<file path="config.mk">
export PLATFORM = sky130hd
export DESIGN_NAME = cycling_rev_event_synthesizer_top
export DESIGN_NICKNAME = d
export VERILOG_FILES = /design/src/rtl/core/cres_pkg.sv /design/src/rtl/core/cycling_rev_event_synthesizer_top.sv /design/src/rtl/core/cres_smul.sv /design/src/rtl/core/cres_sdiv.sv /design/src/rtl/core/cres_wheel.sv /design/src/rtl/core/cres_crank.sv
export VERILOG_INCLUDE_DIRS = /design/src /design/src/rtl/core
export SDC_FILE = /design/constraint.sdc
export NUM_CORES = 2
export LEC_CHECK = 0
export BUFFER_PORTS_ARGS = -buffer_cell sky130_fd_sc_hd__buf_2
export CORE_MARGIN = 2
export CORE_UTILIZATION = 62
export CTS_CLUSTER_DIAMETER = 30
export CTS_CLUSTER_SIZE = 30
export DETAILED_ROUTE_END_ITERATION = 10
export PLACE_DENSITY_LB_ADDON = 0.3
export SYNTH_ARGS = -nofsm -noshare
export SYNTH_HDL_FRONTEND = slang
export SYNTH_SLANG_ARGS = --single-unit
export TNS_END_PERCENT = 20
</file>
<file path="constraint.sdc">
create_clock -name clk -period 15.8 [get_ports clk]
set_input_delay 2.37 -clock clk [delete_from_list [all_inputs] [get_ports clk]]
set_output_delay 2.37 -clock clk [all_outputs]
set_load 0.005 [all_outputs]
</file>
<file path="src/rtl/core/cycling_rev_event_synthesizer_top_defines.svh">
// ----------------------------------------------------------------------------
// Assertion macros for the cycling revolution event synthesizer
// ----------------------------------------------------------------------------
`ifndef CYCLING_REV_EVENT_SYNTHESIZER_TOP_DEFINES_SVH
`define CYCLING_REV_EVENT_SYNTHESIZER_TOP_DEFINES_SVH

// Same-cycle implication, disabled during reset.
`define CRES_ASSERT_HOLDS(label, clk, rst_n, ante, cons) \
  label: assert property (@(posedge clk) disable iff (!rst_n) (ante) |-> (cons)) \
    else $error("cres assertion failed");

// Next-cycle implication, disabled during reset.
`define CRES_ASSERT_NEXT(label, clk, rst_n, ante, cons) \
  label: assert property (@(posedge clk) disable iff (!rst_n) (ante) |=> (cons)) \
    else $error("cres assertion failed");

`endif

</file>
<file path="src/rtl/core/cres_pkg.sv">
// ----------------------------------------------------------------------------
// cres_pkg
// Shared widths, constants, state types and the lane command struct.
// ----------------------------------------------------------------------------
`default_nettype none

package cres_pkg;

  // Field widths
  localparam int SPEED_W    = 8;
  localparam int CAD_W      = 8;
  localparam int MS_W       = 16;
  localparam int PWR_W      = 16;
  localparam int CIRC_W     = 12;
  localparam int FLAGS_W    = 8;
  localparam int WREV_W     = 32;
  localparam int TIME_W     = 16;
  localparam int CREV_W     = 16;
  localparam int CFG_IDX_W  = 8;
  localparam int CFG_DATA_W = 12;

  // Configuration register indexes
  localparam logic [CFG_IDX_W-1:0] REG_CIRC = 8'd0;
  localparam logic [CFG_IDX_W-1:0] REG_MODE = 8'd1;

  localparam logic [CIRC_W-1:0]  CIRC_RESET = 12'd2096;
  localparam logic [FLAGS_W-1:0] FLAGS_SC   = 8'h03;
  localparam logic [FLAGS_W-1:0] FLAGS_PWR  = 8'h30;

  // Wheel arithmetic
  localparam int WHEEL_MOD_FACTOR = 18;
  localparam int WHEEL_TIME_DEN   = 2500;
  localparam int SCALE_SC_SH      = 10;   // 1024 ticks per second
  localparam int SCALE_PWR_SH     = 11;   // 2048 ticks per second
  localparam int WFRAC_W  = 17;           // remainder below circ*18
  localparam int WPROD1_W = SPEED_W + MS_W;
  localparam int WTOT_W   = 27;           // remainder + speed*ms*5
  localparam int WDELTA_W = 23;           // total / 18 at most
  // delta*circ never exceeds total/18, so nine times it stays in 26 bits
  localparam int WNINE_W  = 26;
  localparam int WNUM_W   = WNINE_W + SCALE_PWR_SH;
  localparam int WDEN_W   = 20;           // 2500*speed

  localparam int WM_AW = WDELTA_W;
  localparam int WM_BW = CIRC_W;
  localparam int WM_LW = $clog2(WM_BW + 1);
  localparam int WD_NW = WNUM_W;
  localparam int WD_DW = WDEN_W;
  localparam int WD_LW = $clog2(WD_NW + 1);

  // Crank arithmetic
  localparam int CRANK_MOD  = 60000;
  localparam int CTICK_HI_SH = 16;        // 61440 = 2^16 - 2^12
  localparam int CTICK_LO_SH = 12;
  localparam int CFRAC_W  = 16;
  localparam int CPROD_W  = CAD_W + MS_W;
  localparam int CTOT_W   = 25;
  localparam int CDELTA_W = 9;
  localparam int CNUM_W   = CDELTA_W + CTICK_HI_SH;

  localparam int CM_AW = MS_W;
  localparam int CM_BW = CAD_W;
  localparam int CM_LW = $clog2(CM_BW + 1);
  localparam int CD_NW = CTOT_W;
  localparam int CD_DW = CFRAC_W;
  localparam int CD_LW = $clog2(CD_NW + 1);

  typedef enum logic {T_IDLE, T_RUN} top_state_t;

  typedef enum logic [2:0] {W_IDLE, W_MUL1, W_DIV1, W_MUL2, W_DIV2} wheel_state_t;

  typedef enum logic [1:0] {C_IDLE, C_MUL, C_DIV1, C_DIV2} crank_state_t;

  typedef struct packed {
    logic               start;
    logic [SPEED_W-1:0] speed;
    logic [CAD_W-1:0]   cadence;
    logic [MS_W-1:0]    ms;
    logic [CIRC_W-1:0]  circ;
    logic               mode;
  } cres_cmd_t;

endpackage

`default_nettype wire

</file>
<file path="src/rtl/core/cycling_rev_event_synthesizer_top.sv">
// ----------------------------------------------------------------------------
// cycling_rev_event_synthesizer_top
// Builds one speed/cadence (or power) measurement record per input sample.
//
// Input channel (in_valid/in_ready): speed, cadence, elapsed ms and power.
// Output channel (out_valid/out_ready): one record per sample: flags, power,
// cumulative wheel and crank revolutions and their last event times.
// Config channel (cfg_valid/cfg_ready, always ready): index 0 sets the wheel
// circumference in mm, index 1 the report mode; other indexes are dropped.
// One sample is in flight at a time. The wheel and crank lanes run in
// parallel on bit-serial multipliers and dividers; when a wheel revolution
// completes, the wheel lane sets the pace with its multiply, divide, second
// multiply and second divide; otherwise the crank lane can set it.
// The result sits in an output register, so the next sample is taken while
// a stalled record waits; a sample finishing behind a stalled record holds
// until that record transfers.
// Reset clears all counts, remainders and event times, sets the
// circumference to 2096 mm and selects speed-cadence mode.
// ----------------------------------------------------------------------------
`default_nettype none
`include "cycling_rev_event_synthesizer_top_defines.svh"

module cycling_rev_event_synthesizer_top (
  input  logic                            clk,
  input  logic                            rst_n,
  input  logic                            in_valid,
  output logic                            in_ready,
  input  logic [cres_pkg::SPEED_W-1:0]    in_speed_kmh,
  input  logic [cres_pkg::CAD_W-1:0]      in_cadence_rpm,
  input  logic [cres_pkg::MS_W-1:0]       in_elapsed_ms,
  input  logic [cres_pkg::PWR_W-1:0]      in_power_watts,
  output logic                            out_valid,
  input  logic                            out_ready,
  output logic [cres_pkg::FLAGS_W-1:0]    out_flags,
  output logic [cres_pkg::PWR_W-1:0]      out_power_out,
  output logic [cres_pkg::WREV_W-1:0]     out_wheel_revs,
  output logic [cres_pkg::TIME_W-1:0]     out_wheel_event_time,
  output logic [cres_pkg::CREV_W-1:0]     out_crank_revs,
  output logic [cres_pkg::TIME_W-1:0]     out_crank_event_time,
  input  logic                            cfg_valid,
  output logic                            cfg_ready,
  input  logic [cres_pkg::CFG_IDX_W-1:0]  cfg_index,
  input  logic [cres_pkg::CFG_DATA_W-1:0] cfg_data
);
  import cres_pkg::*;

  top_state_t state_r, state_nxt;

  logic [CIRC_W-1:0]  circ_r;
  logic               mode_r;
  logic               item_mode_r;
  logic [PWR_W-1:0]   power_r;

  logic               out_valid_r;
  logic [FLAGS_W-1:0] flags_r;
  logic [PWR_W-1:0]   power_out_r;
  logic [WREV_W-1:0]  wheel_revs_r;
  logic [TIME_W-1:0]  wheel_time_r;
  logic [CREV_W-1:0]  crank_revs_r;
  logic [TIME_W-1:0]  crank_time_r;

  cres_cmd_t          cmd;
  logic               accept;
  logic               load_out;
  logic               wheel_busy;
  logic               crank_busy;
  logic [WREV_W-1:0]  wheel_revs;
  logic [TIME_W-1:0]  wheel_time;
  logic [CREV_W-1:0]  crank_revs;
  logic [TIME_W-1:0]  crank_time;

  assign cfg_ready = 1'b1;

  always_ff @(posedge clk) begin
    if (!rst_n) begin
      circ_r <= CIRC_RESET;
      mode_r <= 1'b0;
    end else if (cfg_valid) begin
      if (cfg_index == REG_CIRC) circ_r <= cfg_data[CIRC_W-1:0];
      if (cfg_index == REG_MODE) mode_r <= cfg_data[0];
    end
  end

  always_comb begin
    state_nxt = state_r;
    case (state_r)
      T_IDLE: if (accept) state_nxt = T_RUN;
      T_RUN:  if (load_out) state_nxt = T_IDLE;
      default: state_nxt = T_IDLE;
    endcase
  end

  always_comb begin
    in_ready = 1'b0;
    load_out = 1'b0;
    case (state_r)
      T_IDLE: begin
        in_ready = 1'b1;
      end
      T_RUN: begin
        // advance once both lanes finish and the output slot is free
        load_out = !wheel_busy && !crank_busy && (!out_valid_r || out_ready);
      end
      default: begin
        in_ready = 1'b0;
      end
    endcase
  end

  assign accept = in_valid && in_ready;

  always_comb begin
    cmd.start   = accept;
    cmd.speed   = in_speed_kmh;
    cmd.cadence = in_cadence_rpm;
    cmd.ms      = in_elapsed_ms;
    cmd.circ    = circ_r;
    cmd.mode    = mode_r;
  end

  always_ff @(posedge clk) begin
    if (!rst_n) begin
      state_r     <= T_IDLE;
      out_valid_r <= 1'b0;
    end else begin
      state_r <= state_nxt;
      if (load_out) begin
        out_valid_r <= 1'b1;
      end else if (out_ready) begin
        out_valid_r <= 1'b0;
      end
    end
  end

  always_ff @(posedge clk) begin
    if (accept) begin
      item_mode_r <= mode_r;
      power_r     <= in_power_watts;
    end
    if (load_out) begin
      flags_r      <= item_mode_r ? FLAGS_PWR : FLAGS_SC;
      power_out_r  <= item_mode_r ? power_r : '0;
      wheel_revs_r <= wheel_revs;
      wheel_time_r <= wheel_time;
      crank_revs_r <= crank_revs;
      crank_time_r <= crank_time;
    end
  end

  cres_wheel u_wheel (
    .clk        (clk),
    .rst_n      (rst_n),
    .cmd        (cmd),
    .busy       (wheel_busy),
    .revs       (wheel_revs),
    .event_time (wheel_time)
  );

  cres_crank u_crank (
    .clk        (clk),
    .rst_n      (rst_n),
    .cmd        (cmd),
    .busy       (crank_busy),
    .revs       (crank_revs),
    .event_time (crank_time)
  );

  assign out_valid            = out_valid_r;
  assign out_flags            = flags_r;
  assign out_power_out        = power_out_r;
  assign out_wheel_revs       = wheel_revs_r;
  assign out_wheel_event_time = wheel_time_r;
  assign out_crank_revs       = crank_revs_r;
  assign out_crank_event_time = crank_time_r;

  `CRES_ASSERT_HOLDS(a_ready_lanes_idle, clk, rst_n, in_ready, !wheel_busy && !crank_busy)
  `CRES_ASSERT_NEXT(a_transfer_starts_lanes, clk, rst_n, accept, !in_ready && crank_busy)
  `CRES_ASSERT_NEXT(a_load_shows_record, clk, rst_n, load_out, out_valid_r && in_ready)
  `CRES_ASSERT_HOLDS(a_sc_has_no_power, clk, rst_n, out_valid_r && out_flags == FLAGS_SC, out_power_out == '0)

endmodule

`default_nettype wire

</file>
<file path="src/rtl/core/cres_smul.sv">
// ----------------------------------------------------------------------------
// cres_smul
// Bit-serial shift-add multiplier, one multiplier bit per cycle.
// ----------------------------------------------------------------------------
`default_nettype none

module cres_smul #(
  parameter int AW = cres_pkg::WM_AW,
  parameter int BW = cres_pkg::WM_BW,
  parameter int LW = $clog2(BW + 1)
) (
  input  logic           clk,
  input  logic           rst_n,
  input  logic           start,
  input  logic [AW-1:0]  a,
  input  logic [BW-1:0]  b,
  input  logic [LW-1:0]  len,
  output logic           done,
  output logic [AW+BW-1:0] prod
);
  import cres_pkg::*;

  localparam int PW = AW + BW;

  logic          busy_r;
  logic          done_r;
  logic [LW-1:0] cnt_r;
  logic [PW-1:0] acc_r;
  logic [PW-1:0] mcand_r;
  logic [BW-1:0] mplier_r;
  logic          last;

  assign last = busy_r && (cnt_r == LW'(1));

  always_ff @(posedge clk) begin
    if (!rst_n) begin
      busy_r <= 1'b0;
      done_r <= 1'b0;
    end else begin
      done_r <= last;
      if (start) begin
        busy_r <= 1'b1;
      end else if (last) begin
        busy_r <= 1'b0;
      end
    end
  end

  always_ff @(posedge clk) begin
    if (start) begin
      acc_r    <= '0;
      mcand_r  <= PW'(a);
      mplier_r <= b;
      cnt_r    <= len;
    end else if (busy_r) begin
      if (mplier_r[0]) begin
        acc_r <= acc_r + mcand_r;
      end
      mcand_r  <= mcand_r << 1;
      mplier_r <= mplier_r >> 1;
      cnt_r    <= cnt_r - LW'(1);
    end
  end

  assign done = done_r;
  assign prod = acc_r;

endmodule

`default_nettype wire

</file>
<file path="src/rtl/core/cres_sdiv.sv">
// ----------------------------------------------------------------------------
// cres_sdiv
// Restoring divider, one quotient bit per cycle, dividend MSB-aligned.
// ----------------------------------------------------------------------------
`default_nettype none

module cres_sdiv #(
  parameter int NW = cres_pkg::WD_NW,
  parameter int DW = cres_pkg::WD_DW,
  parameter int LW = $clog2(NW + 1)
) (
  input  logic          clk,
  input  logic          rst_n,
  input  logic          start,
  input  logic [NW-1:0] dividend,
  input  logic [DW-1:0] divisor,
  input  logic [LW-1:0] len,
  output logic          done,
  output logic [NW-1:0] quotient,
  output logic [DW-1:0] remainder
);
  import cres_pkg::*;

  logic          busy_r;
  logic          done_r;
  logic [LW-1:0] cnt_r;
  logic [DW-1:0] rem_r;
  logic [NW-1:0] dq_r;
  logic [DW-1:0] dvs_r;
  logic [DW:0]   trial;
  logic [DW:0]   diff;
  logic          fits;
  logic [DW-1:0] rem_step;
  logic          last;

  assign trial    = {rem_r, dq_r[NW-1]};
  assign diff     = trial - {1'b0, dvs_r};
  assign fits     = (trial >= {1'b0, dvs_r});
  assign rem_step = fits ? diff[DW-1:0] : trial[DW-1:0];
  assign last     = busy_r && (cnt_r == LW'(1));

  always_ff @(posedge clk) begin
    if (!rst_n) begin
      busy_r <= 1'b0;
      done_r <= 1'b0;
    end else begin
      done_r <= last;
      if (start) begin
        busy_r <= 1'b1;
      end else if (last) begin
        busy_r <= 1'b0;
      end
    end
  end

  // Quotient bits shift in from the bottom as dividend bits leave the top.
  always_ff @(posedge clk) begin
    if (start) begin
      rem_r <= '0;
      dq_r  <= dividend;
      dvs_r <= divisor;
      cnt_r <= len;
    end else if (busy_r) begin
      rem_r <= rem_step;
      dq_r  <= {dq_r[NW-2:0], fits};
      cnt_r <= cnt_r - LW'(1);
    end
  end

  assign done      = done_r;
  assign quotient  = dq_r;
  assign remainder = rem_r;

endmodule

`default_nettype wire

</file>
<file path="src/rtl/core/cres_wheel.sv">
// ----------------------------------------------------------------------------
// cres_wheel
// Wheel lane: serial distance integration, revolution count, event time.
// ----------------------------------------------------------------------------
`default_nettype none

module cres_wheel (
  input  logic                        clk,
  input  logic                        rst_n,
  input  cres_pkg::cres_cmd_t         cmd,
  output logic                        busy,
  output logic [cres_pkg::WREV_W-1:0] revs,
  output logic [cres_pkg::TIME_W-1:0] event_time
);
  import cres_pkg::*;

  wheel_state_t state_r, state_nxt;

  logic [SPEED_W-1:0] speed_r;
  logic [CIRC_W-1:0]  circ_r;
  logic               mode_r;
  logic [WFRAC_W-1:0] frac_r;
  logic [WREV_W-1:0]  count_r;
  logic [TIME_W-1:0]  time_r;

  logic               mul_start;
  logic [WM_AW-1:0]   mul_a;
  logic [WM_BW-1:0]   mul_b;
  logic [WM_LW-1:0]   mul_len;
  logic               mul_done;
  logic [WM_AW+WM_BW-1:0] mul_prod;

  logic               div_start;
  logic [WD_NW-1:0]   div_dividend;
  logic [WD_DW-1:0]   div_divisor;
  logic [WD_LW-1:0]   div_len;
  logic               div_done;
  logic [WD_NW-1:0]   div_q;
  logic [WD_DW-1:0]   div_rem;

  logic               begin_item;
  logic [WFRAC_W-1:0] modulus;
  logic [WPROD1_W-1:0] prod1;
  logic [WTOT_W-1:0]  total;
  logic [WDELTA_W-1:0] delta;
  logic               advance;
  logic [WDELTA_W-1:0] prod2;
  logic [WNINE_W-1:0] nine;
  logic [WNUM_W-1:0]  num;
  logic [WDEN_W-1:0]  den;
  logic               frac_we;
  logic               count_we;
  logic               time_we;

  // A zero circumference leaves the wheel state untouched.
  assign begin_item = cmd.start && (cmd.circ != '0);
  assign modulus    = WFRAC_W'(circ_r) * WFRAC_W'(WHEEL_MOD_FACTOR);
  assign prod1      = mul_prod[WPROD1_W-1:0];
  assign total      = WTOT_W'(prod1) + (WTOT_W'(prod1) << 2) + WTOT_W'(frac_r);
  assign delta      = div_q[WDELTA_W-1:0];
  assign advance    = (delta != '0) && (speed_r != '0);
  assign prod2      = mul_prod[WDELTA_W-1:0];
  assign nine       = WNINE_W'(prod2) + (WNINE_W'(prod2) << 3);
  assign num        = mode_r ? WNUM_W'({nine, {SCALE_PWR_SH{1'b0}}})
                             : WNUM_W'({nine, {SCALE_SC_SH{1'b0}}});
  assign den        = WDEN_W'(speed_r) * WDEN_W'(WHEEL_TIME_DEN);

  always_comb begin
    state_nxt = state_r;
    case (state_r)
      W_IDLE: if (begin_item) state_nxt = W_MUL1;
      W_MUL1: if (mul_done) state_nxt = W_DIV1;
      W_DIV1: begin
        if (div_done) state_nxt = advance ? W_MUL2 : W_IDLE;
      end
      W_MUL2: if (mul_done) state_nxt = W_DIV2;
      W_DIV2: if (div_done) state_nxt = W_IDLE;
      default: state_nxt = W_IDLE;
    endcase
  end

  always_comb begin
    mul_start    = 1'b0;
    mul_a        = WM_AW'(cmd.ms);
    mul_b        = WM_BW'(cmd.speed);
    mul_len      = WM_LW'(SPEED_W);
    div_start    = 1'b0;
    div_dividend = {total, {(WD_NW-WTOT_W){1'b0}}};
    div_divisor  = WD_DW'(modulus);
    div_len      = WD_LW'(WTOT_W);
    frac_we      = 1'b0;
    count_we     = 1'b0;
    time_we      = 1'b0;
    case (state_r)
      W_IDLE: begin
        mul_start = begin_item;
      end
      W_MUL1: begin
        div_start = mul_done;
      end
      W_DIV1: begin
        frac_we   = div_done;
        count_we  = div_done && advance;
        mul_start = div_done && advance;
        mul_a     = delta;
        mul_b     = circ_r;
        mul_len   = WM_LW'(CIRC_W);
      end
      W_MUL2: begin
        div_start    = mul_done;
        div_dividend = num;
        div_divisor  = den;
        div_len      = WD_LW'(WNUM_W);
      end
      W_DIV2: begin
        time_we = div_done;
      end
      default: begin
        mul_start = 1'b0;
      end
    endcase
  end

  always_ff @(posedge clk) begin
    if (!rst_n) begin
      state_r <= W_IDLE;
      frac_r  <= '0;
      count_r <= '0;
      time_r  <= '0;
    end else begin
      state_r <= state_nxt;
      if (frac_we) frac_r <= div_rem[WFRAC_W-1:0];
      if (count_we) count_r <= count_r + WREV_W'(delta);
      if (time_we) time_r <= time_r + div_q[TIME_W-1:0];
    end
  end

  // Hold the item's speed and the configuration for the whole computation.
  always_ff @(posedge clk) begin
    if (begin_item && state_r == W_IDLE) begin
      speed_r <= cmd.speed;
      circ_r  <= cmd.circ;
      mode_r  <= cmd.mode;
    end
  end

  cres_smul #(.AW(WM_AW), .BW(WM_BW), .LW(WM_LW)) u_mul (
    .clk   (clk),
    .rst_n (rst_n),
    .start (mul_start),
    .a     (mul_a),
    .b     (mul_b),
    .len   (mul_len),
    .done  (mul_done),
    .prod  (mul_prod)
  );

  cres_sdiv #(.NW(WD_NW), .DW(WD_DW), .LW(WD_LW)) u_div (
    .clk       (clk),
    .rst_n     (rst_n),
    .start     (div_start),
    .dividend  (div_dividend),
    .divisor   (div_divisor),
    .len       (div_len),
    .done      (div_done),
    .quotient  (div_q),
    .remainder (div_rem)
  );

  assign busy       = (state_r != W_IDLE);
  assign revs       = count_r;
  assign event_time = time_r;

endmodule

`default_nettype wire

</file>
<file path="src/rtl/core/cres_crank.sv">
// ----------------------------------------------------------------------------
// cres_crank
// Crank lane: serial cadence integration, revolution count, event time.
// ----------------------------------------------------------------------------
`default_nettype none

module cres_crank (
  input  logic                        clk,
  input  logic                        rst_n,
  input  cres_pkg::cres_cmd_t         cmd,
  output logic                        busy,
  output logic [cres_pkg::CREV_W-1:0] revs,
  output logic [cres_pkg::TIME_W-1:0] event_time
);
  import cres_pkg::*;

  crank_state_t state_r, state_nxt;

  logic [CAD_W-1:0]   cadence_r;
  logic [CFRAC_W-1:0] frac_r;
  logic [CREV_W-1:0]  count_r;
  logic [TIME_W-1:0]  time_r;

  logic               mul_start;
  logic               mul_done;
  logic [CM_AW+CM_BW-1:0] mul_prod;

  logic               div_start;
  logic [CD_NW-1:0]   div_dividend;
  logic [CD_DW-1:0]   div_divisor;
  logic [CD_LW-1:0]   div_len;
  logic               div_done;
  logic [CD_NW-1:0]   div_q;
  logic [CD_DW-1:0]   div_rem;

  logic [CTOT_W-1:0]   total;
  logic [CDELTA_W-1:0] delta;
  logic                advance;
  logic [CNUM_W-1:0]   num;
  logic                frac_we;
  logic                count_we;
  logic                time_we;

  assign total   = CTOT_W'(mul_prod[CPROD_W-1:0]) + CTOT_W'(frac_r);
  assign delta   = div_q[CDELTA_W-1:0];
  assign advance = (delta != '0) && (cadence_r != '0);
  // delta * 61440 as two shifts
  assign num     = (CNUM_W'(delta) << CTICK_HI_SH) - (CNUM_W'(delta) << CTICK_LO_SH);

  always_comb begin
    state_nxt = state_r;
    case (state_r)
      C_IDLE: if (cmd.start) state_nxt = C_MUL;
      C_MUL:  if (mul_done) state_nxt = C_DIV1;
      C_DIV1: begin
        if (div_done) state_nxt = advance ? C_DIV2 : C_IDLE;
      end
      C_DIV2: if (div_done) state_nxt = C_IDLE;
      default: state_nxt = C_IDLE;
    endcase
  end

  always_comb begin
    mul_start    = 1'b0;
    div_start    = 1'b0;
    div_dividend = total;
    div_divisor  = CD_DW'(CRANK_MOD);
    div_len      = CD_LW'(CTOT_W);
    frac_we      = 1'b0;
    count_we     = 1'b0;
    time_we      = 1'b0;
    case (state_r)
      C_IDLE: begin
        mul_start = cmd.start;
      end
      C_MUL: begin
        div_start = mul_done;
      end
      C_DIV1: begin
        frac_we      = div_done;
        count_we     = div_done && advance;
        div_start    = div_done && advance;
        div_dividend = CD_NW'(num);
        div_divisor  = CD_DW'(cadence_r);
        div_len      = CD_LW'(CNUM_W);
      end
      C_DIV2: begin
        time_we = div_done;
      end
      default: begin
        mul_start = 1'b0;
      end
    endcase
  end

  always_ff @(posedge clk) begin
    if (!rst_n) begin
      state_r <= C_IDLE;
      frac_r  <= '0;
      count_r <= '0;
      time_r  <= '0;
    end else begin
      state_r <= state_nxt;
      if (frac_we) frac_r <= div_rem;
      if (count_we) count_r <= count_r + CREV_W'(delta);
      if (time_we) time_r <= time_r + div_q[TIME_W-1:0];
    end
  end

  always_ff @(posedge clk) begin
    if (cmd.start && state_r == C_IDLE) begin
      cadence_r <= cmd.cadence;
    end
  end

  cres_smul #(.AW(CM_AW), .BW(CM_BW), .LW(CM_LW)) u_mul (
    .clk   (clk),
    .rst_n (rst_n),
    .start (mul_start),
    .a     (cmd.ms),
    .b     (cmd.cadence),
    .len   (CM_LW'(CAD_W)),
    .done  (mul_done),
    .prod  (mul_prod)
  );

  cres_sdiv #(.NW(CD_NW), .DW(CD_DW), .LW(CD_LW)) u_div (
    .clk       (clk),
    .rst_n     (rst_n),
    .start     (div_start),
    .dividend  (div_dividend),
    .divisor   (div_divisor),
    .len       (div_len),
    .done      (div_done),
    .quotient  (div_q),
    .remainder (div_rem)
  );

  assign busy       = (state_r != C_IDLE);
  assign revs       = count_r;
  assign event_time = time_r;

endmodule

`default_nettype wire
</file>
==> summary.txt <==
Run status
  – Status: finished clean

Synthesis
  – Cells after synthesis: 3,411
  – Sequential area share after synthesis: 42.9%
  – Synth top cells by count: nand2_1 (468), a21oi_1 (327), edfxtp_1 (303)
  – Async S/R FF share, synth: 0%
  – Warnings, synthesis: 0
  – Synthesized flop and latch total: 546
  – Synth area leader: edfxtp_1
  – Post-synth top flop: edfxtp_1
  – Number of synthesized flops with an enable pin: 303
  – Mapped Avg Cell Area: 9.53 sq um
  – Netlist Area Pre-Place: 32,500 sq um
  – Largest cells by area after synthesis: edfxtp_1 (28%), dfxtp_1 (15%), ha_1 (11%)
  – Most common cell in the synthesized netlist: nand2_1
  – Synth top area share: 28.0%
  – Library cells used by synthesis: 91

Layout
  – Fin nets: 3,978
  – Final cell count without fillers: 4,352
  – Layout fillers: 3,578
  – Final Instance Area: 37,600 sq um
  – Sequential cell area: 14,000 sq um
  – Area Overhead vs Synth: 15.7%
  – Area of the multi-input gates: 17,400 sq um
  – Layout cell share with drive strength beyond 1: 11.6%

Timing
  – Final Cycle Share: 32.0%
  – Setup TNS: 0 ns
  – F_max: 198 MHz
  – Worst-Margin Slew: 1.26 ns
  – Final setup viols: 0
  – Setup Skew: 0.0698 ns
  – Hold Slack: 0.452 ns
  – Hold Fails Final Rpt: 0
  – Relative slew slack: 15.9%
  – Max Transition Viols Final: 0
  – RSZ-0062 raised after global routing: false
  – Clock period minus worst slack: 5.06 ns

Place
  – DP Area: 33,800 sq um
  – Placed cells: 4,149
  – Post-DP HPWL: 59,000 microns
  – Routability congestion estimate: 0.923
  – Buffers on Ports: 174

Min path
  – Hold_sp: u_crank.event_time[15]$_SDFFE_PN0P_
  – Hold depth: 0
  – Worst Hold Path EP: out_crank_event_time[15]$_DFFE_PP_
  – Hold WC Path Type: register to register

Die
  – Die width: 233 microns
  – Core footprint: 51,600 sq um
  – # rows: 83
  – Vert. Die Dim: 233 microns
  – Die area: 54,300 sq um
  – Ports: 180
  – Initial Utilization: 63.0%

Worst setup path
  – Internal reg-to-reg setup slack: 11.19 ns
  – Critical Path RT: 16.09 ns
  – Critical path peak fanout: 30
  – CP Launch Type: input port
  – Reg-to-reg endpoint: u_wheel.u_div.dvs_r[19]$_SDFFCE_PN0P_
  – Worst reg-to-reg path cell count: 17
  – Crit. End Element: register
  – Reg-to-Reg Start: u_wheel.speed_r[2]$_DFFE_PP_
  – Crit Path Class: input port to register
  – Worst EP arrival: 5.34 ns

Clock tree
  – Clock tree sinks: 546
  – Clock transition at path regs: 0.05 ns
  – Setup bufs post-CTS: 0
  – Resize count post-CTS: 0
  – Clock Tree Buf Depth: 3
  – CTS tree: built
  – CTS buffer count: 107
  – Skew-Pair Late Insertion Delay: 0.67 ns
  – H-Tree Depth: 3
  – Cts hold-fix bufs: 0
  – Clock root cell: clkbuf_16

Pwr
  – Total power: 0.00554 W
  – Maximum vdd drop: 137 uV
  – Cell Pwr Density: 147 nW/um^2
  – Leak: 16.1 nW

Detailed routing
  – Pre-Repair DR Iteration Count: 6
  – Post-route DRC: 0
  – Post-Route WL: 82,400 microns
  – Initial drt markers: 2,161
  – WL/cell: 18.9 microns
  – Post-DRT Antenna Nets: 0
  – Via density: 6.09
  – Routed vias: 26,505

Global routing
  – Number of global-route vias before repair: 25,954
  – Antenna violations before repair: 2
  – Global-route wire length before repair: 131,000 microns
  – Grt ovf: 0
  – Largest net degree at the start of global routing: 73
  – Total GRT Usage: 30.1%

Flow run
  – Max-cap check violation count: 0
==> report_power, final <==
group / internal (W) / switching (W)
registers: 0.00171 / 0.000170
clock network: 0.00151 / 0.000791
logic: 0.000557 / 0.000799
total: 0.00378 / 0.00176
==> worst max path at each step <==
stage / start / to / slack [ns] / cells after the start
6_report: in_valid / u_wheel.u_mul.mcand_r[9]$_DFFE_PP_ / 10.75 / 7
5_1_grt: in_valid / u_wheel.u_mul.mcand_r[10]$_DFFE_PP_ / 10.48 / 7
4_1_cts: in_valid / u_wheel.u_mul.mcand_r[10]$_DFFE_PP_ / 10.80 / 7
3_5_place_dp: in_valid / u_wheel.u_mul.mcand_r[19]$_DFFE_PP_ / 10.13 / 7
3_3_place_gp: in_valid / u_wheel.u_mul.mcand_r[21]$_DFFE_PP_ / 10.33 / 7
2_1_floorplan: out_ready / out_crank_event_time[0]$_DFFE_PP_ / 2.43 / 2
==> placed cells by master, fill, tap and decap left out, drive strengths merged, types with 21 or more instances in the layout <==
cell	instances
xor2	82
inv	166
fa	39
a31oi	33
o211ai	23
nand4	21
xnor2	112
nor2	226
nand2b	33
clkbuf	130
o21a	34
ha	288
dfxtp	243
or3	21
nand2	468
edfxtp	303
and3	37
a21oi	329
clkinv	34
mux2i	84
and2	52
nand3	75
a211oi	45
a21o	72
buf	194
nor2b	37
nor3	57
o21ai	202
==> per-layer routing <==
| layer | up-vias | part of all wire, % | global-route usage, % |
|---|---|---|---|
| li1 | 12639 | - | - |
| met4 | 0 | 3.9 | 13.3 |
| met2 | 1062 | 48 | 50.2 |
| met3 | 225 | 7.4 | 5.05 |
| met1 | 12579 | 41 | 38.5 |
| met5 | - | 0 | 0 |
==> registers in the layout, indices dropped and copies added (netlist names), 19 cells and up <==
register	cells
u_crank.u_mul.prod	24
u_wheel.u_mul.prod	24
u_wheel.u_div.remainder	20
u_crank.u_div.quotient	25
u_wheel.revs	32
u_crank.u_mul.mcand_r	24
u_wheel.u_div.quotient	37
out_wheel_revs	32
u_wheel.u_div.dvs_r	19
u_wheel.u_mul.mcand_r	24
==> area by class of cell <==
class / count / share of cell area, %
multi-input combinational: 2574 / 46.3
sequential: 546 / 37.1
clock buffer: 130 / 7.56
timing repair buffer: 194 / 2.71
clock inverter: 72 / 2.47
tap: 680 / 2.26
inverter: 155 / 1.55
antenna: 1 / 0.00665
==> critical path, cell delays in order <==
cell	delay, ns
buf_2	0.09
nor2b_2	0.14
buf_4	0.35
nand3_1	0.52
inv_1	0.89
or3_1	0.49
buf_4	0.46
==> stage by stage <==
| stage | worst slack [ns] | utilization (%) |
|---|---|---|
| floorplan | 2.43 | - |
| global placement | 10.33 | 65.6 |
| detailed placement | 10.13 | 65.6 |
| CTS | 10.80 | 72.9 |
| global route | 10.48 | 72.9 |
| finish | 10.75 | 72.9 |
==> cells by family after synthesis <==
group / Yosys count / synth area share (%)
and+or+nand+nor: 1096 / 15.5
AOI/OAI and AO/OA: 861 / 16.4
DFF: 546 / 42.9
adders and majority gates: 327 / 13.5
buffers and inverters: 294 / 3.58
xor gates and xnor gates: 194 / 5.23
muxes: 91 / 2.83
other: 2 / 0.0231
No activity file was read; power rests on OpenSTA's default activity.
